==> src/rtl/dwpid_pkg.sv <==
// shared types and constants of the dual wheel pid speed control unit
`default_nettype none

package dwpid_pkg;

  // field and register widths
  localparam int KIND_W    = 2;
  localparam int TGT_W     = 11;
  localparam int REFL_W    = 10;
  localparam int GAIN_W    = 16;
  localparam int THR_W     = 10;
  localparam int EFF_W     = 10;
  localparam int CFG_IDX_W = 3;
  localparam int IN_DATA_W  = 64;
  localparam int OUT_DATA_W = 24;

  // datapath widths
  localparam int ERR_W     = 24;  // saturated error, q.8
  localparam int DIFF_W    = 25;  // error difference for the derivative
  localparam int CORR_W    = 28;  // line correction product
  localparam int ERRSUM_W  = 29;  // error before saturation
  localparam int MUL_A_W   = 17;  // gain operand, zero extended
  localparam int MUL_B_W   = 26;  // signed value operand
  localparam int MUL_P_W   = MUL_A_W + MUL_B_W;
  localparam int ACC_W     = 61;  // term accumulator
  localparam int SPLIT     = 22;  // low chunk of the clamped integral
  localparam int ICLAMP_W  = 44;  // integral clamped to the term limit
  localparam int TERM_SHIFT = 42; // integral term limit is 2**42
  localparam int FRAC_W    = 16;  // fraction bits of the q.16 sum
  localparam int EFFORT_LIMIT = 300;

  // request kinds
  typedef enum logic [KIND_W-1:0] {
    KIND_SPEED,
    KIND_LINE,
    KIND_CLR_INT,
    KIND_CLR_ALL
  } kind_t;

  // configuration register indexes
  typedef enum logic [CFG_IDX_W-1:0] {
    REG_PROP_GAIN,
    REG_INTEGRAL_GAIN,
    REG_DERIV_GAIN,
    REG_LINE_GAIN,
    REG_LINE_THRESHOLD
  } cfg_reg_t;

  // controller states
  typedef enum logic [3:0] {
    ST_IDLE,
    ST_LINE,
    ST_CLEAR,
    ST_ERR,
    ST_INT_HI,
    ST_INT_LO,
    ST_ISUM,
    ST_TCLAMP,
    ST_PROP,
    ST_DERIV,
    ST_FIN,
    ST_OUT
  } state_t;

  // datapath operations
  typedef enum logic [3:0] {
    OP_NONE,
    OP_LOAD,
    OP_LINE,
    OP_ERR,
    OP_CLEAR,
    OP_INT_HI,
    OP_INT_LO,
    OP_ISUM,
    OP_TCLAMP,
    OP_PROP,
    OP_DERIV,
    OP_FIN,
    OP_OUT
  } dp_op_t;

  typedef struct packed {
    dp_op_t op;
    logic   ch;
  } dp_cmd_t;

  typedef struct packed {
    kind_t kind;
    logic  out_free;
  } dp_status_t;

endpackage

`default_nettype wire

==> src/rtl/dual_wheel_pid_speed_control_unit.sv <==
// top level of the dual wheel pid speed control unit
//
//   channel  direction  handshake          payload
//   s_       in         s_tvalid/s_tready  s_tuser kind, s_tdata targets, speeds, reflectance
//   m_       out        m_tvalid/m_tready  m_tdata left and right effort
//   cfg_     in         cfg_we             cfg_index, cfg_data
//
// speed and line-follow requests run seven steps per wheel on one shared 17x26
// multiplier with a registered product; a new request is accepted only in the
// idle state. clear requests skip the wheel steps.
// rst is synchronous; gains and controller state return to their defaults.
// the result register lets the next request run while a result is stalled;
// a finished request waits only if the previous result is still not taken.
`default_nettype none

module dual_wheel_pid_speed_control_unit import dwpid_pkg::*; #(
  parameter int INTEGRAL_BITS = 32
) (
  input  wire logic                   clk,
  input  wire logic                   rst,
  input  wire logic                   cfg_we,
  input  wire logic [CFG_IDX_W-1:0]   cfg_index,
  input  wire logic [GAIN_W-1:0]      cfg_data,
  input  wire logic                   s_tvalid,
  output logic                        s_tready,
  // target_left, target_right, measured_left, measured_right, reflect_left, reflect_right
  input  wire logic [IN_DATA_W-1:0]   s_tdata,
  // kind
  input  wire logic [KIND_W-1:0]      s_tuser,
  output logic                        m_tvalid,
  input  wire logic                   m_tready,
  // effort_left, effort_right, zero padding
  output logic [OUT_DATA_W-1:0]       m_tdata
);

  dp_cmd_t    cmd;
  dp_status_t status;

  // sequencer
  dwpid_ctrl u_ctrl (
    .clk      (clk),
    .rst      (rst),
    .in_valid (s_tvalid),
    .in_ready (s_tready),
    .status   (status),
    .cmd      (cmd)
  );

  // arithmetic and state
  dwpid_dp #(
    .INTEGRAL_BITS (INTEGRAL_BITS)
  ) u_dp (
    .clk       (clk),
    .rst       (rst),
    .cfg_we    (cfg_we),
    .cfg_index (cfg_index),
    .cfg_data  (cfg_data),
    .in_data   (s_tdata),
    .in_kind   (s_tuser),
    .cmd       (cmd),
    .status    (status),
    .out_valid (m_tvalid),
    .out_ready (m_tready),
    .out_data  (m_tdata)
  );

endmodule

`default_nettype wire

==> src/rtl/dwpid_ctrl.sv <==
// sequencer that steps the datapath through one request
`default_nettype none

module dwpid_ctrl import dwpid_pkg::*; (
  input  wire logic       clk,
  input  wire logic       rst,
  input  wire logic       in_valid,
  output logic            in_ready,
  input  wire dp_status_t status,
  output dp_cmd_t         cmd
);

  state_t state, state_next;
  logic   ch, ch_next;

  // state and channel registers
  always_ff @(posedge clk) begin
    if (rst) begin
      state <= ST_IDLE;
      ch    <= 1'b0;
    end else begin
      state <= state_next;
      ch    <= ch_next;
    end
  end

  // next state
  always_comb begin
    state_next = state;
    ch_next    = ch;
    unique case (state)
      ST_IDLE:   if (in_valid) state_next = ST_LINE;
      ST_LINE: begin
        if (status.kind inside {KIND_CLR_INT, KIND_CLR_ALL}) state_next = ST_CLEAR;
        else state_next = ST_ERR;
      end
      ST_CLEAR:  state_next = ST_OUT;
      ST_ERR: begin
        state_next = ST_INT_HI;
        ch_next    = 1'b0;
      end
      ST_INT_HI: state_next = ST_INT_LO;
      ST_INT_LO: state_next = ST_ISUM;
      ST_ISUM:   state_next = ST_TCLAMP;
      ST_TCLAMP: state_next = ST_PROP;
      ST_PROP:   state_next = ST_DERIV;
      ST_DERIV:  state_next = ST_FIN;
      ST_FIN: begin
        ch_next    = ~ch;
        state_next = ch ? ST_OUT : ST_INT_HI;
      end
      ST_OUT:    if (status.out_free) state_next = ST_IDLE;
      default:   state_next = ST_IDLE;
    endcase
  end

  // datapath commands
  always_comb begin
    in_ready = 1'b0;
    cmd.op   = OP_NONE;
    cmd.ch   = ch;
    unique case (state)
      ST_IDLE: begin
        in_ready = 1'b1;
        if (in_valid) cmd.op = OP_LOAD;
      end
      ST_LINE:   cmd.op = OP_LINE;
      ST_CLEAR:  cmd.op = OP_CLEAR;
      ST_ERR:    cmd.op = OP_ERR;
      ST_INT_HI: cmd.op = OP_INT_HI;
      ST_INT_LO: cmd.op = OP_INT_LO;
      ST_ISUM:   cmd.op = OP_ISUM;
      ST_TCLAMP: cmd.op = OP_TCLAMP;
      ST_PROP:   cmd.op = OP_PROP;
      ST_DERIV:  cmd.op = OP_DERIV;
      ST_FIN:    cmd.op = OP_FIN;
      ST_OUT:    if (status.out_free) cmd.op = OP_OUT;
      default:   cmd.op = OP_NONE;
    endcase
  end

endmodule

`default_nettype wire

==> src/rtl/dwpid_dp.sv <==
// datapath: gains, controller state, shared multiplier, accumulator, result register
`default_nettype none

module dwpid_dp import dwpid_pkg::*; #(
  parameter int INTEGRAL_BITS = 32
) (
  input  wire logic                  clk,
  input  wire logic                  rst,
  input  wire logic                  cfg_we,
  input  wire logic [CFG_IDX_W-1:0]  cfg_index,
  input  wire logic [GAIN_W-1:0]     cfg_data,
  input  wire logic [IN_DATA_W-1:0]  in_data,
  input  wire logic [KIND_W-1:0]     in_kind,
  input  wire dp_cmd_t               cmd,
  output dp_status_t                 status,
  output logic                       out_valid,
  input  wire logic                  out_ready,
  output logic [OUT_DATA_W-1:0]      out_data
);

  localparam int ISUM_W = ((INTEGRAL_BITS > ERR_W) ? INTEGRAL_BITS : ERR_W) + 1;
  localparam int IEXT_W = (INTEGRAL_BITS > ICLAMP_W) ? INTEGRAL_BITS : ICLAMP_W;
  localparam logic signed [ISUM_W-1:0] IMAX = ISUM_W'((64'sd1 <<< (INTEGRAL_BITS - 1)) - 64'sd1);
  localparam logic signed [ISUM_W-1:0] IMIN = -IMAX - ISUM_W'(1);
  localparam logic signed [IEXT_W-1:0] TLIM_E = IEXT_W'(64'sd1 <<< TERM_SHIFT);
  localparam logic signed [ACC_W-1:0]  TLIM_A = ACC_W'(64'sd1 <<< TERM_SHIFT);
  localparam logic signed [ACC_W-1:0]  ELIM_A = ACC_W'(EFFORT_LIMIT);

  // saturate an error to 24 bits
  function automatic logic signed [ERR_W-1:0] sat_err(input logic signed [ERRSUM_W-1:0] v);
    logic signed [ERRSUM_W-1:0] hi;
    logic signed [ERRSUM_W-1:0] lo;
    hi = ERRSUM_W'(24'sh7fffff);
    lo = -hi - ERRSUM_W'(1);
    if (v > hi) return ERR_W'(hi);
    else if (v < lo) return ERR_W'(lo);
    else return ERR_W'(v);
  endfunction

  // configuration registers
  logic [GAIN_W-1:0] prop_gain, integral_gain, deriv_gain, line_gain;
  logic [THR_W-1:0]  line_threshold;

  // latched request
  kind_t                     kind_q;
  logic signed [TGT_W-1:0]   tl, tr, ml, mr;
  logic        [REFL_W-1:0]  rl, rr;

  // controller state and working registers
  logic signed [INTEGRAL_BITS-1:0] integ [2];
  logic signed [ERR_W-1:0]         last_err [2];
  logic signed [ERR_W-1:0]         err_w [2];
  logic signed [DIFF_W-1:0]        d_w [2];
  logic signed [EFF_W-1:0]         eff [2];
  logic signed [MUL_P_W-1:0]       prod;
  logic signed [ACC_W-1:0]         acc;

  // combinational values
  logic                            line_on;
  logic signed [REFL_W:0]          rdiff;
  logic signed [CORR_W-1:0]        corr;
  logic signed [TGT_W:0]           dl, dr;
  logic signed [ERRSUM_W-1:0]      el_sum, er_sum;
  logic signed [ERR_W-1:0]         err_sat [2];
  logic signed [DIFF_W-1:0]        d_new [2];
  logic signed [ISUM_W-1:0]        isum [2];
  logic signed [INTEGRAL_BITS-1:0] i_new [2];
  logic signed [IEXT_W-1:0]        iext;
  logic signed [ICLAMP_W-1:0]      iclamp;
  logic signed [MUL_A_W-1:0]       mul_a;
  logic signed [MUL_B_W-1:0]       mul_b;
  logic signed [MUL_P_W-1:0]       mul_p;
  logic signed [ACC_W-1:0]         acc_clamp;
  logic signed [ACC_W-1:0]         quo;
  logic signed [EFF_W-1:0]         eff_new;

  // configuration writes
  always_ff @(posedge clk) begin
    if (rst) begin
      prop_gain      <= GAIN_W'(256);
      integral_gain  <= '0;
      deriv_gain     <= '0;
      line_gain      <= GAIN_W'(26);
      line_threshold <= THR_W'(300);
    end else if (cfg_we) begin
      unique case (cfg_reg_t'(cfg_index))
        REG_PROP_GAIN:      prop_gain      <= cfg_data;
        REG_INTEGRAL_GAIN:  integral_gain  <= cfg_data;
        REG_DERIV_GAIN:     deriv_gain     <= cfg_data;
        REG_LINE_GAIN:      line_gain      <= cfg_data;
        REG_LINE_THRESHOLD: line_threshold <= cfg_data[THR_W-1:0];
        default: ;
      endcase
    end
  end

  // request latch
  always_ff @(posedge clk) begin
    if (cmd.op == OP_LOAD) begin
      kind_q <= kind_t'(in_kind);
      tl <= in_data[10:0];
      tr <= in_data[21:11];
      ml <= in_data[32:22];
      mr <= in_data[43:33];
      rl <= in_data[53:44];
      rr <= in_data[63:54];
    end
  end

  // errors, derivatives and integral updates for both wheels
  always_comb begin
    line_on = (kind_q == KIND_LINE) && ((rl >= line_threshold) || (rr >= line_threshold));
    rdiff   = $signed({1'b0, rl}) - $signed({1'b0, rr});
    corr    = prod[CORR_W-1:0];
    dl      = (TGT_W+1)'(tl) - (TGT_W+1)'(ml);
    dr      = (kind_q == KIND_LINE) ? (TGT_W+1)'(tl) - (TGT_W+1)'(mr)
                                    : (TGT_W+1)'(tr) - (TGT_W+1)'(mr);
    el_sum  = (ERRSUM_W'(dl) <<< 8) + ERRSUM_W'(corr);
    er_sum  = (ERRSUM_W'(dr) <<< 8) - ERRSUM_W'(corr);
    err_sat[0] = sat_err(el_sum);
    err_sat[1] = sat_err(er_sum);
    for (int i = 0; i < 2; i++) begin
      d_new[i] = DIFF_W'(err_sat[i]) - DIFF_W'(last_err[i]);
      isum[i]  = ISUM_W'(integ[i]) + ISUM_W'(err_sat[i]);
      if (isum[i] > IMAX) i_new[i] = INTEGRAL_BITS'(IMAX);
      else if (isum[i] < IMIN) i_new[i] = INTEGRAL_BITS'(IMIN);
      else i_new[i] = INTEGRAL_BITS'(isum[i]);
    end
  end

  // integral clamped to the term limit, split into two multiplier chunks
  always_comb begin
    iext = IEXT_W'(integ[cmd.ch]);
    if (iext > TLIM_E) iclamp = ICLAMP_W'(TLIM_E);
    else if (iext < -TLIM_E) iclamp = ICLAMP_W'(-TLIM_E);
    else iclamp = ICLAMP_W'(iext);
  end

  // multiplier operand selection
  always_comb begin
    mul_a = '0;
    mul_b = '0;
    case (cmd.op)
      OP_LINE: begin
        mul_a = line_on ? $signed({1'b0, line_gain}) : '0;
        mul_b = MUL_B_W'(rdiff);
      end
      OP_INT_HI: begin
        mul_a = $signed({1'b0, integral_gain});
        mul_b = MUL_B_W'($signed(iclamp[ICLAMP_W-1:SPLIT]));
      end
      OP_INT_LO: begin
        mul_a = $signed({1'b0, integral_gain});
        mul_b = MUL_B_W'($signed({1'b0, iclamp[SPLIT-1:0]}));
      end
      OP_TCLAMP: begin
        mul_a = $signed({1'b0, prop_gain});
        mul_b = MUL_B_W'(err_w[cmd.ch]);
      end
      OP_PROP: begin
        mul_a = $signed({1'b0, deriv_gain});
        mul_b = MUL_B_W'(d_w[cmd.ch]);
      end
      default: ;
    endcase
  end

  assign mul_p = mul_a * mul_b;

  // term limit and rounding toward zero with effort saturation
  always_comb begin
    if (acc > TLIM_A) acc_clamp = TLIM_A;
    else if (acc < -TLIM_A) acc_clamp = -TLIM_A;
    else acc_clamp = acc;
    quo = (acc >>> FRAC_W)
        + ACC_W'((acc[ACC_W-1] && (acc[FRAC_W-1:0] != '0)) ? 1 : 0);
    if (quo > ELIM_A) eff_new = EFF_W'(ELIM_A);
    else if (quo < -ELIM_A) eff_new = EFF_W'(-ELIM_A);
    else eff_new = EFF_W'(quo);
  end

  // product register and accumulator
  always_ff @(posedge clk) begin
    prod <= mul_p;
    case (cmd.op)
      OP_INT_LO: acc <= ACC_W'(prod) <<< SPLIT;
      OP_ISUM, OP_PROP, OP_DERIV: acc <= acc + ACC_W'(prod);
      OP_TCLAMP: acc <= acc_clamp;
      default: ;
    endcase
  end

  // working registers and efforts
  always_ff @(posedge clk) begin
    if (cmd.op == OP_ERR) begin
      for (int i = 0; i < 2; i++) begin
        err_w[i] <= err_sat[i];
        d_w[i]   <= d_new[i];
      end
    end
    if (cmd.op == OP_FIN) eff[cmd.ch] <= eff_new;
    if (cmd.op == OP_CLEAR) begin
      eff[0] <= '0;
      eff[1] <= '0;
    end
  end

  // integrals and last errors
  always_ff @(posedge clk) begin
    if (rst) begin
      for (int i = 0; i < 2; i++) begin
        integ[i]    <= '0;
        last_err[i] <= '0;
      end
    end else if (cmd.op == OP_ERR) begin
      for (int i = 0; i < 2; i++) begin
        integ[i]    <= i_new[i];
        last_err[i] <= err_sat[i];
      end
    end else if (cmd.op == OP_CLEAR) begin
      for (int i = 0; i < 2; i++) begin
        integ[i] <= '0;
        if (kind_q == KIND_CLR_ALL) last_err[i] <= '0;
      end
    end
  end

  // result register
  always_ff @(posedge clk) begin
    if (rst) begin
      out_valid <= 1'b0;
    end else if (cmd.op == OP_OUT) begin
      out_valid <= 1'b1;
    end else if (out_ready) begin
      out_valid <= 1'b0;
    end
  end

  always_ff @(posedge clk) begin
    if (cmd.op == OP_OUT) out_data <= {4'b0, eff[1], eff[0]};
  end

  assign status.kind     = kind_q;
  assign status.out_free = !out_valid || out_ready;

endmodule

`default_nettype wire
==> config.mk <==
export PLATFORM = sky130hd
export DESIGN_NAME = dual_wheel_pid_speed_control_unit
export DESIGN_NICKNAME = d
export VERILOG_FILES = /design/src/rtl/dwpid_pkg.sv /design/src/rtl/dual_wheel_pid_speed_control_unit.sv /design/src/rtl/dwpid_ctrl.sv /design/src/rtl/dwpid_dp.sv
export SDC_FILE = /design/constraint.sdc
export NUM_CORES = 2
export LEC_CHECK = 0
export BUFFER_PORTS_ARGS = -buffer_cell sky130_fd_sc_hd__buf_4
export CAP_MARGIN = 20
export CORE_UTILIZATION = 58
export CTS_CLUSTER_SIZE = 25
export DETAILED_ROUTE_END_ITERATION = 8
export GPL_TIMING_DRIVEN = 0
export PLACE_DENSITY = 0.76
export SYNTH_ARGS = -nofsm -noshare
export SYNTH_HDL_FRONTEND = slang
export SYNTH_SLANG_ARGS = --single-unit
==> constraint.sdc <==
create_clock -name clk -period 29.1 [get_ports clk]
set_clock_uncertainty 0.1 [all_clocks]
set_input_delay 1.455 -clock clk [delete_from_list [all_inputs] [get_ports clk]]
set_output_delay 1.455 -clock clk [all_outputs]
set_load 0.01 [all_outputs]
## Word level (Yosys, flattened, before mapping)

Memory sizes are Yosys's and may differ from the RTL's. A register that Yosys moved wholly into a read port is not among the register bits.
Index checks and enable logic that the tools add are counted.

- Output and inout port bits: 26
- Memories kept: 5
- Logic and storage cells: 182
- Input port bits: 90
- ROM bits: 0
- RAM bits: 230
- Register bits: 250
- Bits in latches: 0

- Equal/unequal tests: 33
- Reductions and logical operators: 22
- Div/mod/pow operators: 0
- $add $sub $neg: 12
- Bitwise operators: 9
- Muxes and demuxes: 67
- Order comparisons: 16
- $mul: 1
- Shift-type cells: 0

Memories:

| memory | depth | width | rd ports | clocked after Yosys merged registers in | wr ports | line | RTL |
|---|---|---|---|---|---|---|---|
| u_dp.integ | 2 | 32 | 3 | 1 | 2 | dwpid_dp.sv:50 | `logic signed [INTEGRAL_BITS-1:0] integ [2];` |
| u_dp.d_w | 2 | 25 | 1 | 1 | 2 | dwpid_dp.sv:53 | `logic signed [DIFF_W-1:0] d_w [2];` |
| u_dp.err_w | 2 | 24 | 1 | 1 | 2 | dwpid_dp.sv:52 | `logic signed [ERR_W-1:0] err_w [2];` |
| u_dp.last_err | 2 | 24 | 2 | 0 | 2 | dwpid_dp.sv:51 | `logic signed [ERR_W-1:0] last_err [2];` |
| u_dp.eff | 2 | 10 | 2 | 2 | 2 | dwpid_dp.sv:54 | `logic signed [EFF_W-1:0] eff [2];` |

Operators by type and width:

| kind | number |
|---|---|
| 2-to-1 mux 32 bit | 8 |
| 2-to-1 mux 24 bit | 8 |
| one-hot mux 61 bit (3 select lines) | 1 |
| one-hot mux 26 bit (5 select lines) | 1 |
| 2-to-1 mux 61 bit | 2 |
| one-hot mux 4 bit (12 select lines) | 2 |
| 2-to-1 mux 44 bit | 2 |
| adder 32 x 24 -> 33 bit | 2 |
| > comparator 33 x 32 -> 1 bit, second input constant | 2 |
| less-than comparator 33 x 32 -> 1 bit, second input constant | 2 |
| one-hot mux 16 bit (4 select lines) | 1 |
| adder 61 x 43 -> 61 bit | 1 |
| > comparator 61 x 10 -> 1 bit, second input constant | 1 |
| > comparator 61 x 44 -> 1 bit, second input constant | 1 |
| less-than comparator 61 x 10 -> 1 bit, second input constant | 1 |
| less-than comparator 61 x 43 -> 1 bit, second input constant | 1 |
| > comparator 29 x 24 -> 1 bit, second input constant | 2 |
| less-than comparator 29 x 24 -> 1 bit, second input constant | 2 |
| subtractor 24 x 24 -> 25 bit | 2 |
| adder 45 x 2 -> 46 bit | 1 |
| > comparator 32 x 44 -> 1 bit, second input constant | 1 |
| less-than comparator 32 x 43 -> 1 bit, second input constant | 1 |
| multiplier 17 x 26 -> 43 bit | 1 |
| == test 4 bit, second input constant | 9 |
| 35 further kinds | 105 |

## Longest topological paths before layout

- Depth after elaboration: 12
- Mapped depth: 43
- Mapped depth without buffers: 38

## Cells and area by module

A second synthesis with hierarchy kept.

- Cell total of the unflattened synthesis: 5242
- Area total of the unflattened synthesis: 47783.3 sq um

Modules (own cells, without submodules):

| module | area an instance (sq um) | sequential area each (sq um) | cells an instance | instances |
|---|---|---|---|---|
| dwpid_dp | 47360.4 | 13482.9 | 5184 | 1 |
| dwpid_ctrl | 422.9 | 100.1 | 58 | 1 |

## Worst setup path after synthesis

Ideal clock, no wire load.

- Path type: register to register
- Start: reg u_dp.kind_q[1]
- End: mem u_dp.integ[1][21], data pin
- Buffers on the path: 7
- Path slack: 19068 ps
- Clock period less this slack: 10032 ps
- Library setup time: 272 ps
- Data arrival time: 9660 ps
- Required time: 28728 ps
- Stages on the path, launching flop included: 43
- Cells stage by stage: edfxtp_1 -> nor2b_1 -> clkbuf_1 -> clkbuf_1 -> clkbuf_1 -> mux2_2 -> ha_1 -> o21ai_0 -> a21boi_0 -> o21ai_0 -> a21boi_0 -> o21ai_0 -> nand2b_1 -> a21oi_1 -> o21ai_0 -> a221oi_1 -> ha_1 -> clkbuf_1 -> (+7 left out) -> a41oi_1 -> a31oi_1 -> clkbuf_1 -> a21oi_1 -> ha_1 -> fa_1 -> a211oi_1 -> o211ai_1 -> a31oi_1 -> o21ai_0 -> o311ai_1 -> o21ba_2 -> o211ai_1 -> nor2b_1 -> o21ai_0 -> clkbuf_1 -> clkbuf_1 -> o21ai_0

RTL lines:

| element | line | RTL |
|---|---|---|
| start, declared | dwpid_dp.sv:45 | `kind_t kind_q;` |
| start signal, assigned | dwpid_dp.sv:100 | `kind_q <= kind_t'(in_kind);` |
| end, declared | dwpid_dp.sv:50 |  |

==> reports/results.ini <==
[yosys]
synth_top_area_cell = edfxtp_1
synth_seq_cells = 501
ys_seq_area_frac = 0.284
syn_area_sq_um = 48000
synth_fa_ha_area_frac = 0.266
postSynthCellCount = 5256
synthArstFlopShare = 0
yosysUniqueCellTypes = 93
yosys.area_share.simple = 0.155
synthFlopType = edfxtp_1
synthTopCellsByArea = edfxtp_1 22%, fa_1 17%, ha_1 9.7%, dfxtp_1 6.0%, inv_1 5.0%
synth_mux_area_frac = 0.0218
yosys_warnings = 0
synth_edf_count = 357
synth_top_family_by_area = adder cells
synth-xor-area-share = 0.0477
synth_most_common_cell = inv_1
synth_top_area_frac = 0.224
syn_area_per_cell_sq_um = 9.12
synth_common_cells = 638 x inv_1, 582 x nand2_1, 404 x fa_1
synth_compound_area_frac = 0.157

[setup_path]
cp_common_cell = o21ai_0
crit_type = reg2reg
setup.worst_path.end_class = register
cp_slowest_cell = a31oi_1
crit_buf_inv = 7
start_kind = register
max_stage_delay_ns = 0.96
crit_required_ns = 29.36
cp_top_family = compound AO/OA/AOI/OAI gates
critical_path.max_fanout = 14
worstPathArrival_ns = 15.06

[global_route]
grt_pass1_vias = 39300
grt_pass1_wl_mm = 229
antenna_found_initial = 7
grt_max_degree = 65
grtUsageTotal = 0.360
grt_remaining_overflow = 0

[sta]
period_needed_ns = 14.79
rsz0062_at_grt = no
period_share = 0.508
fin_ws_ns = 14.31
setup_viol = 0
slew_headroom = 0.162
hold_viol_final = 0
worstMarginPinSlew_ns = 1.25
timing.final.max_slew_violations = 0
tns_ns = 0
fin_hold_ws_ns = 0.329
clock.fmax_mhz = 67.6

[cells_and_area]
drive_above_1_share = 0.0573
n_fill_cell = 6948
fin_util = 0.640
nNetsFinal = 6318
syn2layout_area_growth_pct = 9.34

[clock_tree]
worst_skew_pair.late_latency_ns = 0.64
cts_htree_levels = 2
cts_buffer_depth = 3
cts_tree = yes
cts_setup_buffers = 0
cts_hold_buf = 0
clk_pin_slew_ns = 0.06
ctsResizeCount = 0
cts-root-buf = clkbuf_16
clock-sinks = 501
numCtsBuffers = 57

[detailed_routing]
drc_errors = 0
wl_mm = 150
vias = 40500
drt_first_pass_iters = 6
drt_iter0_markers = 3977
ant_nets = 0
via_per_inst = 6.15
routedWlPerCell_um = 22.9

[die]
die_h_um = 290
die_area_sq_um = 83800
start_util = 0.585
ios = 116
dieWidth_um = 290
core_sq_um = 82000
rows = 105

[placement]
portBuffers = 111
gp_congestion = 1.03
hpwl_mm = 120
pre_cts_ws_ns = 14.19

[hold_path]
hold_path_class = reg2reg

[job]
cap_violations = 0

[outcome]
status = completed

## per-stage QoR
stage / instances / cell area, sq um
after floorplan: 5259 / 48000
after global placement: 6440 / 50100
after detailed placement: 6457 / 50400
after CTS: 6565 / 52400
after global routing: 6570 / 52400
final: 6575 / 52400
## sequential cells by signal (all words and copies together), names as in the netlist, 20 cells and up, named ones only
name and flops:
u_dp.integ 64, u_dp.acc 61, u_dp.d_w 50, u_dp.err_w 48, u_dp.last_err 48, u_dp.prod 43, m_tdata 20, u_dp.eff 20
## final timing paths
check	start	end	slack [ns]	cells past startpoint
setup / recovery	u_dp.kind_q[1]	u_dp.integ[1][29]	14.31	41
hold / removal	u_dp.eff[1][1]	m_tdata[11]	0.33	0
setup reg to reg	u_dp.kind_q[1]	u_dp.integ[1][29]	14.31	41
hold reg to reg	u_dp.eff[1][1]	m_tdata[11]	0.33	0
## routing by layer
metal / up-vias / GRT usage / part of all wire
met1: 19600 / 0.474 / 0.40
met4: 2 / 0.172 / 0.055
met2: 2023 / 0.574 / 0.45
met3: 399 / 0.0675 / 0.093
li1: 18500 / - / -
met5: - / 0 / 0.000053
## cell usage in the layout, fill, tap and decap left out, types with 16 or more instances in the layout
cell and n:
inv_1 638, nand2_1 582, fa_1 404, ha_1 373, a21oi_1 363, edfxtp_1 357, o21ai_0 314, nor2_1 280
clkbuf_1 210, xnor2_1 167, nor2b_1 153, dfxtp_1 144, buf_4 120, nand3_1 112, a21o_1 110, xor2_1 94
mux2i_1 85, clkbuf_16 62, nor3_1 55, and2_1 49, nand2b_1 49, o21a_1 47, nand4_1 46, o21bai_1 43
o22ai_1 40, a211oi_1 37, a31oi_1 36, nor4_1 35, and3_1 34, or3_1 30, o31ai_1 28, o211ai_1 25
nand3b_1 22, or2_2 21, a21boi_0 20, o21ai_1 18, and4_1 16, a211o_1 16, a222oi_1 16, mux2_2 16
## worst register-to-register path, delay by kind of cell (launching register included)
| family | cells | cell delay, ns |
|---|---|---|
| AO/OA/AOI/OAI | 24 | 7.11 |
| adder cells (fa/ha/maj) | 4 | 1.38 |
| buffers and inverters | 7 | 3.66 |
| flip-flops | 1 | 0.44 |
| multiplexers | 1 | 0.42 |
| AND/OR/NAND/NOR | 5 | 1.39 |
## kinds of logic (layout without fill, tap and decap cells)
kind of cell,count (synthesis),count (layout)
buffers and inverters,869,1110
other,1,9
AND/OR/NAND/NOR,1533,1533
multiplexers,102,102
adder cells (fa/ha/maj),777,777
flip-flops,501,501
XOR/XNOR,261,261
AO/OA/AOI/OAI,1212,1212
## final cells by class
type | instances | area, sq um | area share
Multi-Input combinational cell | 3889 | 31100 | 0.593
Sequential cell | 501 | 13600 | 0.259
Inverter | 639 | 2400 | 0.0457
Clock buffer | 77 | 1680 | 0.0320
Tap cell | 1070 | 1340 | 0.0255
Timing Repair Buffer | 133 | 1140 | 0.0217
Buffer | 230 | 896 | 0.0171
Clock inverter | 31 | 267 | 0.00508
Antenna cell | 5 | 12.5 | 0.000239
Power is not shown: default switching activity piles up to over one toggle a cycle in this logic, so the estimate is an artifact.
